### config.mk
export PLATFORM = sky130hd
export DESIGN_NAME = cbgi_ctrl
export DESIGN_NICKNAME = d
export VERILOG_FILES = /design/src/design/cbgi_pkg.sv /design/src/design/cbgi_ctrl.sv
export SDC_FILE = /design/constraint.sdc
export NUM_CORES = 1
export LEC_CHECK = 0
export BUFFER_PORTS_ARGS = -buffer_cell sky130_fd_sc_hd__buf_4
export CAP_MARGIN = 40
export CORE_AREA = 2 2 61 63
export DETAILED_ROUTE_END_ITERATION = 8
export DIE_AREA = 0 0 63 65
export GPL_ROUTABILITY_DRIVEN = 0
export MAX_ROUTING_LAYER = met4
export SETUP_SLACK_MARGIN = 0.1
export SLEW_MARGIN = 10
export SYNTH_ARGS = -nofsm -noshare
export SYNTH_HDL_FRONTEND = slang
export SYNTH_SLANG_ARGS = --single-unit
### constraint.sdc
create_clock -name clk -period 2.16 [get_ports clk]
set_input_delay 0.432 -clock clk [delete_from_list [all_inputs] [get_ports clk]]
set_output_delay 0.432 -clock clk [all_outputs]
set_load 0.01 [all_outputs]
### src/design/cbgi_pkg.sv
`timescale 1ns / 1ps
`default_nettype none
// ----------------------------------------------------------------------------
// cbgi_pkg
// Types and constants shared by the clamped bilinear grid interpolator.
// ----------------------------------------------------------------------------
package cbgi_pkg;

	localparam int VAL_W        = 32;
	localparam int WEIGHT_FRAC  = 16;
	localparam int WEIGHT_W     = WEIGHT_FRAC + 1;
	localparam int TIME_COUNT_W = 5;
	localparam int SPOT_COUNT_W = 7;
	localparam int CFG_IDX_W    = 1;
	localparam int CFG_DATA_W   = 7;
	localparam int MIN_COUNT    = 2;

	// Store depths; the count registers and the 10-bit entry index are sized
	// for exactly these.
	localparam int MAX_TIMES    = 16;
	localparam int MAX_SPOTS    = 64;

	localparam logic [WEIGHT_W-1:0] WEIGHT_ONE = WEIGHT_W'(1) << WEIGHT_FRAC;

	localparam logic [CFG_IDX_W-1:0] CFG_TIME_COUNT = 1'b0;
	localparam logic [CFG_IDX_W-1:0] CFG_SPOT_COUNT = 1'b1;

	typedef enum logic [1:0] {
		OP_TIME_KNOT = 2'd0,
		OP_SPOT_KNOT = 2'd1,
		OP_GRID      = 2'd2,
		OP_QUERY     = 2'd3
	} opcode_t;

	typedef enum logic [1:0] {
		BLEND_ROW0 = 2'd0,
		BLEND_ROW1 = 2'd1,
		BLEND_TIME = 2'd2
	} blend_t;

	typedef struct packed {
		logic       accept;
		logic       ends_hi;
		logic       ends_cap;
		logic       scan;
		logic       brk;
		logic       knot_lo;
		logic       knot_hi;
		logic       knot_cap;
		logic       wset;
		logic       wdiv;
		logic       axis;
		logic [4:0] grid;
		logic       mul;
		logic       add;
		blend_t     blend_sel;
		logic       out_load;
	} cbgi_cmd_t;

	typedef struct packed {
		logic scan_done;
		logic div_skip;
		logic div_last;
		logic out_free;
	} cbgi_status_t;

endpackage
`default_nettype wire

### src/design/cbgi_ctrl.sv
`timescale 1ns / 1ps
`default_nettype none
// ----------------------------------------------------------------------------
// cbgi_ctrl
// Query sequencer: steps the datapath through clamp, search, weights, blend.
// ----------------------------------------------------------------------------
module cbgi_ctrl (
	input  logic                   clk,
	input  logic                   arst_n,
	input  logic                   req_valid,
	input  logic                   req_query,
	input  cbgi_pkg::cbgi_status_t status,
	output cbgi_pkg::cbgi_cmd_t    cmd
);
	import cbgi_pkg::*;

	typedef enum logic [20:0] {
		ST_IDLE  = 21'h000001,
		ST_ENDS0 = 21'h000002,
		ST_ENDS1 = 21'h000004,
		ST_ENDS2 = 21'h000008,
		ST_SCAN  = 21'h000010,
		ST_BRK   = 21'h000020,
		ST_KNOT0 = 21'h000040,
		ST_KNOT1 = 21'h000080,
		ST_KNOT2 = 21'h000100,
		ST_WSET  = 21'h000200,
		ST_WDIV  = 21'h000400,
		ST_G0    = 21'h000800,
		ST_G1    = 21'h001000,
		ST_G2    = 21'h002000,
		ST_G3    = 21'h004000,
		ST_G4    = 21'h008000,
		ST_MUL   = 21'h010000,
		ST_ADD   = 21'h020000,
		ST_OUT   = 21'h040000
	} state_t;

	state_t state_q, state_d;
	logic   axis_q, axis_d;
	blend_t blend_q, blend_d;

	always_comb begin
		state_d = state_q;
		axis_d  = axis_q;
		blend_d = blend_q;
		unique case (state_q)
			ST_IDLE: begin
				if (req_valid && req_query) begin
					state_d = ST_ENDS0;
				end
			end
			ST_ENDS0: state_d = ST_ENDS1;
			ST_ENDS1: state_d = ST_ENDS2;
			ST_ENDS2: state_d = ST_SCAN;
			ST_SCAN: begin
				if (status.scan_done) begin
					state_d = ST_BRK;
				end
			end
			ST_BRK:   state_d = ST_KNOT0;
			ST_KNOT0: state_d = ST_KNOT1;
			ST_KNOT1: state_d = ST_KNOT2;
			ST_KNOT2: begin
				state_d = ST_WSET;
				axis_d  = 1'b0;
			end
			ST_WSET, ST_WDIV: begin
				if ((state_q == ST_WSET) && !status.div_skip) begin
					state_d = ST_WDIV;
				end else if ((state_q == ST_WSET) || status.div_last) begin
					if (axis_q) begin
						state_d = ST_G0;
					end else begin
						state_d = ST_WSET;
						axis_d  = 1'b1;
					end
				end
			end
			ST_G0: state_d = ST_G1;
			ST_G1: state_d = ST_G2;
			ST_G2: state_d = ST_G3;
			ST_G3: state_d = ST_G4;
			ST_G4: begin
				state_d = ST_MUL;
				blend_d = BLEND_ROW0;
			end
			ST_MUL: state_d = ST_ADD;
			ST_ADD: begin
				unique case (blend_q)
					BLEND_ROW0: begin
						blend_d = BLEND_ROW1;
						state_d = ST_MUL;
					end
					BLEND_ROW1: begin
						blend_d = BLEND_TIME;
						state_d = ST_MUL;
					end
					default: state_d = ST_OUT;
				endcase
			end
			ST_OUT: begin
				if (status.out_free) begin
					state_d = ST_IDLE;
				end
			end
			default: state_d = ST_IDLE;
		endcase
	end

	always_ff @(posedge clk or negedge arst_n) begin
		if (!arst_n) begin
			state_q <= ST_IDLE;
			axis_q  <= 1'b0;
			blend_q <= BLEND_ROW0;
		end else begin
			state_q <= state_d;
			axis_q  <= axis_d;
			blend_q <= blend_d;
		end
	end

	always_comb begin
		cmd           = '0;
		cmd.axis      = axis_q;
		cmd.blend_sel = blend_q;
		cmd.accept    = (state_q == ST_IDLE);
		cmd.ends_hi   = (state_q == ST_ENDS1);
		cmd.ends_cap  = (state_q == ST_ENDS2);
		cmd.scan      = (state_q == ST_SCAN);
		cmd.brk       = (state_q == ST_BRK);
		cmd.knot_lo   = (state_q == ST_KNOT0);
		cmd.knot_hi   = (state_q == ST_KNOT1);
		cmd.knot_cap  = (state_q == ST_KNOT2);
		cmd.wset      = (state_q == ST_WSET);
		cmd.wdiv      = (state_q == ST_WDIV);
		cmd.grid      = {state_q == ST_G4, state_q == ST_G3, state_q == ST_G2,
			state_q == ST_G1, state_q == ST_G0};
		cmd.mul       = (state_q == ST_MUL);
		cmd.add       = (state_q == ST_ADD);
		cmd.out_load  = (state_q == ST_OUT) && status.out_free;
	end
endmodule
`default_nettype wire

Word level (Yosys, flattened, before mapping):

Index checks and enable logic that the tools add are counted.

* word-level logic and storage cells: 56
* output and inout port bits: 21
* input port bits: 8
* register bits after elaboration: 24

* equality and inequality tests: 27
* muxes and demuxes: 13
* reduce and logical (&&, ||, !) cells: 13

Operators by type and width (count)
* $pmux W21 S18: 1
* $mux W21: 5
* $eq A21 B1 Y1 const B: 1
* $eq A21 B10 Y1 const B: 1
* $eq A21 B11 Y1 const B: 1
* $eq A21 B12 Y1 const B: 1
* $eq A21 B13 Y1 const B: 1
* $eq A21 B14 Y1 const B: 1
* $eq A21 B15 Y1 const B: 1
* $eq A21 B16 Y1 const B: 1
* $eq A21 B17 Y1 const B: 1
* $eq A21 B18 Y1 const B: 1
* $eq A21 B19 Y1 const B: 1
* $eq A21 B2 Y1 const B: 1
* $eq A21 B3 Y1 const B: 1
* $eq A21 B4 Y1 const B: 1
* $eq A21 B5 Y1 const B: 1
* $eq A21 B6 Y1 const B: 1
* $eq A21 B7 Y1 const B: 1
* $eq A21 B8 Y1 const B: 1
* $eq A21 B9 Y1 const B: 1
* $mux W19: 1
* $mux W12: 1
* $ne A2 B2 Y1 const B: 4
* other kinds (16): 22

Depth between registers and ports, before layout:

* word-level depth: 5
* depth in mapped cells: 8
* gate-level depth less buffers: 6

Worst setup path before layout:

Ideal clock, no wire load.

* path type: reg2out
* start point: reg state_q[9]
* end point: out cmd[16] (netlist name)
* arrival time: 1871 ps
* buffers on the path: 2
* stages on the path, launching flop included: 7
* slack: -143 ps
* required time: 1728 ps
* cell sequence: dfrtp_1 buf_6 nor4_4 nand2_2 or4_1 buf_2 nor3b_1

RTL lines
* from (decl): line cbgi_ctrl.sv:39 `state_t state_q, state_d;`
* from (signal assigned): line cbgi_ctrl.sv:117 `state_q <= state_d;`
* to (decl): line cbgi_ctrl.sv:13 `output cbgi_pkg::cbgi_cmd_t cmd`

==> results.json <==
{
  "status": "finished, violations left",
  "violations": "setup timing",
  "power.density_nw_per_um2": 758,
  "cts-buffers-inserted": 3,
  "grt_overflow": 0,
  "final_common_cell": "buf_4",
  "grtUsageMet2_pct": 39.0,
  "grt_max_degree": 23,
  "rr_worst_depth": 7,
  "core_um2": 3500,
  "grt_most_used_layer": "met2",
  "mostFrequentLayoutCells": "buf_4 (69), dfrtp_1 (21), buf_6 (13)",
  "ys.flop_type": "dfrtp_1",
  "hpwl_um": 2780,
  "crit_path_end_kind": "output pin",
  "cts_buffer_depth": 2,
  "cts_root_buffer": "clkbuf_4",
  "synth_area_um2": 1340,
  "first_pass_iters": 4,
  "setup_viol": 18,
  "required_ns": 1.73,
  "drc": 0,
  "ant_nets": 0,
  "use_met1_pct": 24.0,
  "drive_gt1_share_pct": 55.7,
  "tns_ns": -3.40,
  "grtUsageTotal_pct": 21.0,
  "worstSetupStartpoint": "state_q[2]",
  "routed_wl_um": 3900,
  "insertion_delay_ns": 0.33,
  "synth_fp_nets": 151,
  "worstHoldPathType": "in2reg",
  "fillers": 305,
  "ys_types": 43,
  "multi_input_area_um2": 932,
  "vias": 1399,
  "portBuffers": 28,
  "wl_per_cell_um": 14.5,
  "critPathSlowestCell": "or4_4",
  "start_util_pct": 38.3,
  "cts_tree": "built",
  "min_to": "state_q[4]",
  "cts.sinks": 22,
  "worstMarginPinSlew_ns": 0.390,
  "synth_warnings": 0,
  "fmax_mhz": 405,
  "post-place-ws_ns": -0.00656,
  "min_delay_path_depth": 2,
  "layout_setup_ws_ns": -0.311,
  "first_iter_violations": 56,
  "whs_ns": 0.303,
  "grt_pass1_wl_um": 6590,
  "r2r_slack_ns": 0.06,
  "cp.arrival_ns": 2.04,
  "design_area_um2": 2290,
  "drv_cap": 0,
  "path_clk_slew_ns": 0.14,
  "drv_slew": 0,
  "ys_ff_latch": 22,
  "ir_worst_vdd_uv": 540,
  "grtUsageMet3_pct": 2.08,
  "seq_area_frac_synth_pct": 41.2,
  "critPathLaunchType": "register",
  "worstSetupPathType": "reg2out",
  "placed_cell_area_um2": 1870,
  "area_delta_synth_final_pct": 70.6,
  "critPathBufInv": 1,
  "h-tree-depth": 1,
  "worstHoldStart": "status[3]",
  "path_cells": "nor4_4 > nand2_1 > or4_4 > nor3b_4 > buf_4",
  "synthArstFlopShare_pct": 100,
  "syn_avg_cell_area_um2": 9.37,
  "critPathTopFamily": "simple AND/OR/NAND/NOR gates",
  "antenna_cells": 0,
  "die_x_um": 63,
  "fin_crit_sh_pct": 114,
  "period_needed_ns": 2.47,
  "synth_edf_count": 0,
  "synthCells": 143,
  "cpPeakStageDelay_ns": 0.53,
  "rsz0062_at_grt": "true",
  "r2r_start": "state_q[2]",
  "hold_viol_final": 0,
  "grt_pass1_vias": 1436,
  "nets": 230,
  "crit_fanout": 4,
  "antenna_found_initial": 0,
  "p_leak_nw": 1.07,
  "r2r-end": "state_q[1]",
  "die-area_um2": 4100,
  "chipHeight_um": 65,
  "rows": 22,
  "avgViaCountPerCell": 5.20,
  "io_pins": 29,
  "finClkSkew_ns": 0.00555,
  "relSlewSlack_pct": 73.9,
  "regArea_um2": 552
}
## worst register-to-register path, stage by stage (launching register included)
cell and delay, ns:
dfrtp_1 0.44, nor4_4 0.32, buf_4 0.17, buf_6 0.09, nand2_4 0.06, or4bb_4 0.55, o311a_1 0.17, and3_1 0.19
## synth_stat cells, drive strengths merged, types with 5 or more instances
| cell type | instances | share of area [%] |
|---|---|---|
| buf | 5 | 2.5 |
| nand2 | 12 | 3.5 |
| nor3b | 8 | 4.5 |
| nor4 | 14 | 9.1 |
| nand2b | 7 | 3.3 |
| nor2 | 13 | 3.6 |
| nor3 | 5 | 2.2 |
| dfrtp | 21 | 39 |
## worst max-delay path by stage
stage	endpoint	slack [ns]	cells past startpoint
after floorplan	state_q[1]	0.01	7
after global placement	cmd[16]	0.03	5
after detailed placement	cmd[20]	-0.007	6
after CTS	cmd[16]	-0.30	5
after global routing	cmd[19]	-0.43	6
final	cmd[16]	-0.31	5
## sequential cells by signal, indices dropped and copies added (netlist names)
name	flops
state_q	19
axis_q	1
blend_q	2
## timing repair
action,4_1_cts,5_1_grt
gates cloned,0,0
endpoints found under the hold margin,21,0
hold buffers,1,0
endpoints found under the setup margin,23,25
gates resized for setup,29,15
setup buffers,13,7
pin swaps,10,14
## power breakdown
group	total (mW)	internal [mW]	switching (mW)
Clock	0.331	0.188	0.143
Combinational	0.924	0.515	0.408
Sequential	0.478	0.445	0.0333
## metal layers
| metal | wire (µm) | share of wire, % | up-vias |
|---|---|---|---|
| li1 | - | - | 688 |
| met1 | 1670 | 43 | 682 |
| met2 | 2080 | 53 | 24 |
| met3 | 94 | 2.4 | 5 |
| met4 | 51 | 1.3 | 0 |
| met5 | 0 | 0 | - |
## layout make-up
| cell class | instances | area share (%) |
|---|---|---|
| clock buffer | 3 | 0.985 |
| timing repair buffer | 83 | 29.5 |
| multi-input combinational | 108 | 40.8 |
| tap | 48 | 2.63 |
| inverter | 4 | 0.657 |
| clock inverter | 1 | 1.31 |
| sequential | 22 | 24.1 |
## stage by stage
step           utilization (%)  instances  power (mW)
6_report                  65.4        269        1.73
5_1_grt                   65.4        269        1.83
4_1_cts                   61.9        262        1.63
3_5_place_dp              53.4        244        1.05
3_3_place_gp              53.4        244        1.05
2_1_floorplan                -        143       0.822
## kinds of logic after synthesis
logic type             Yosys count  synth area share (%)
AND/OR/NAND/NOR                 87                  42.5
AO/OA/AOI/OAI                   16                  8.31
XOR/XNOR                         5                  3.27
flip-flops                      22                  41.2
buffers and inverters           13                  4.76
Power figures use the tool's default switching activity.
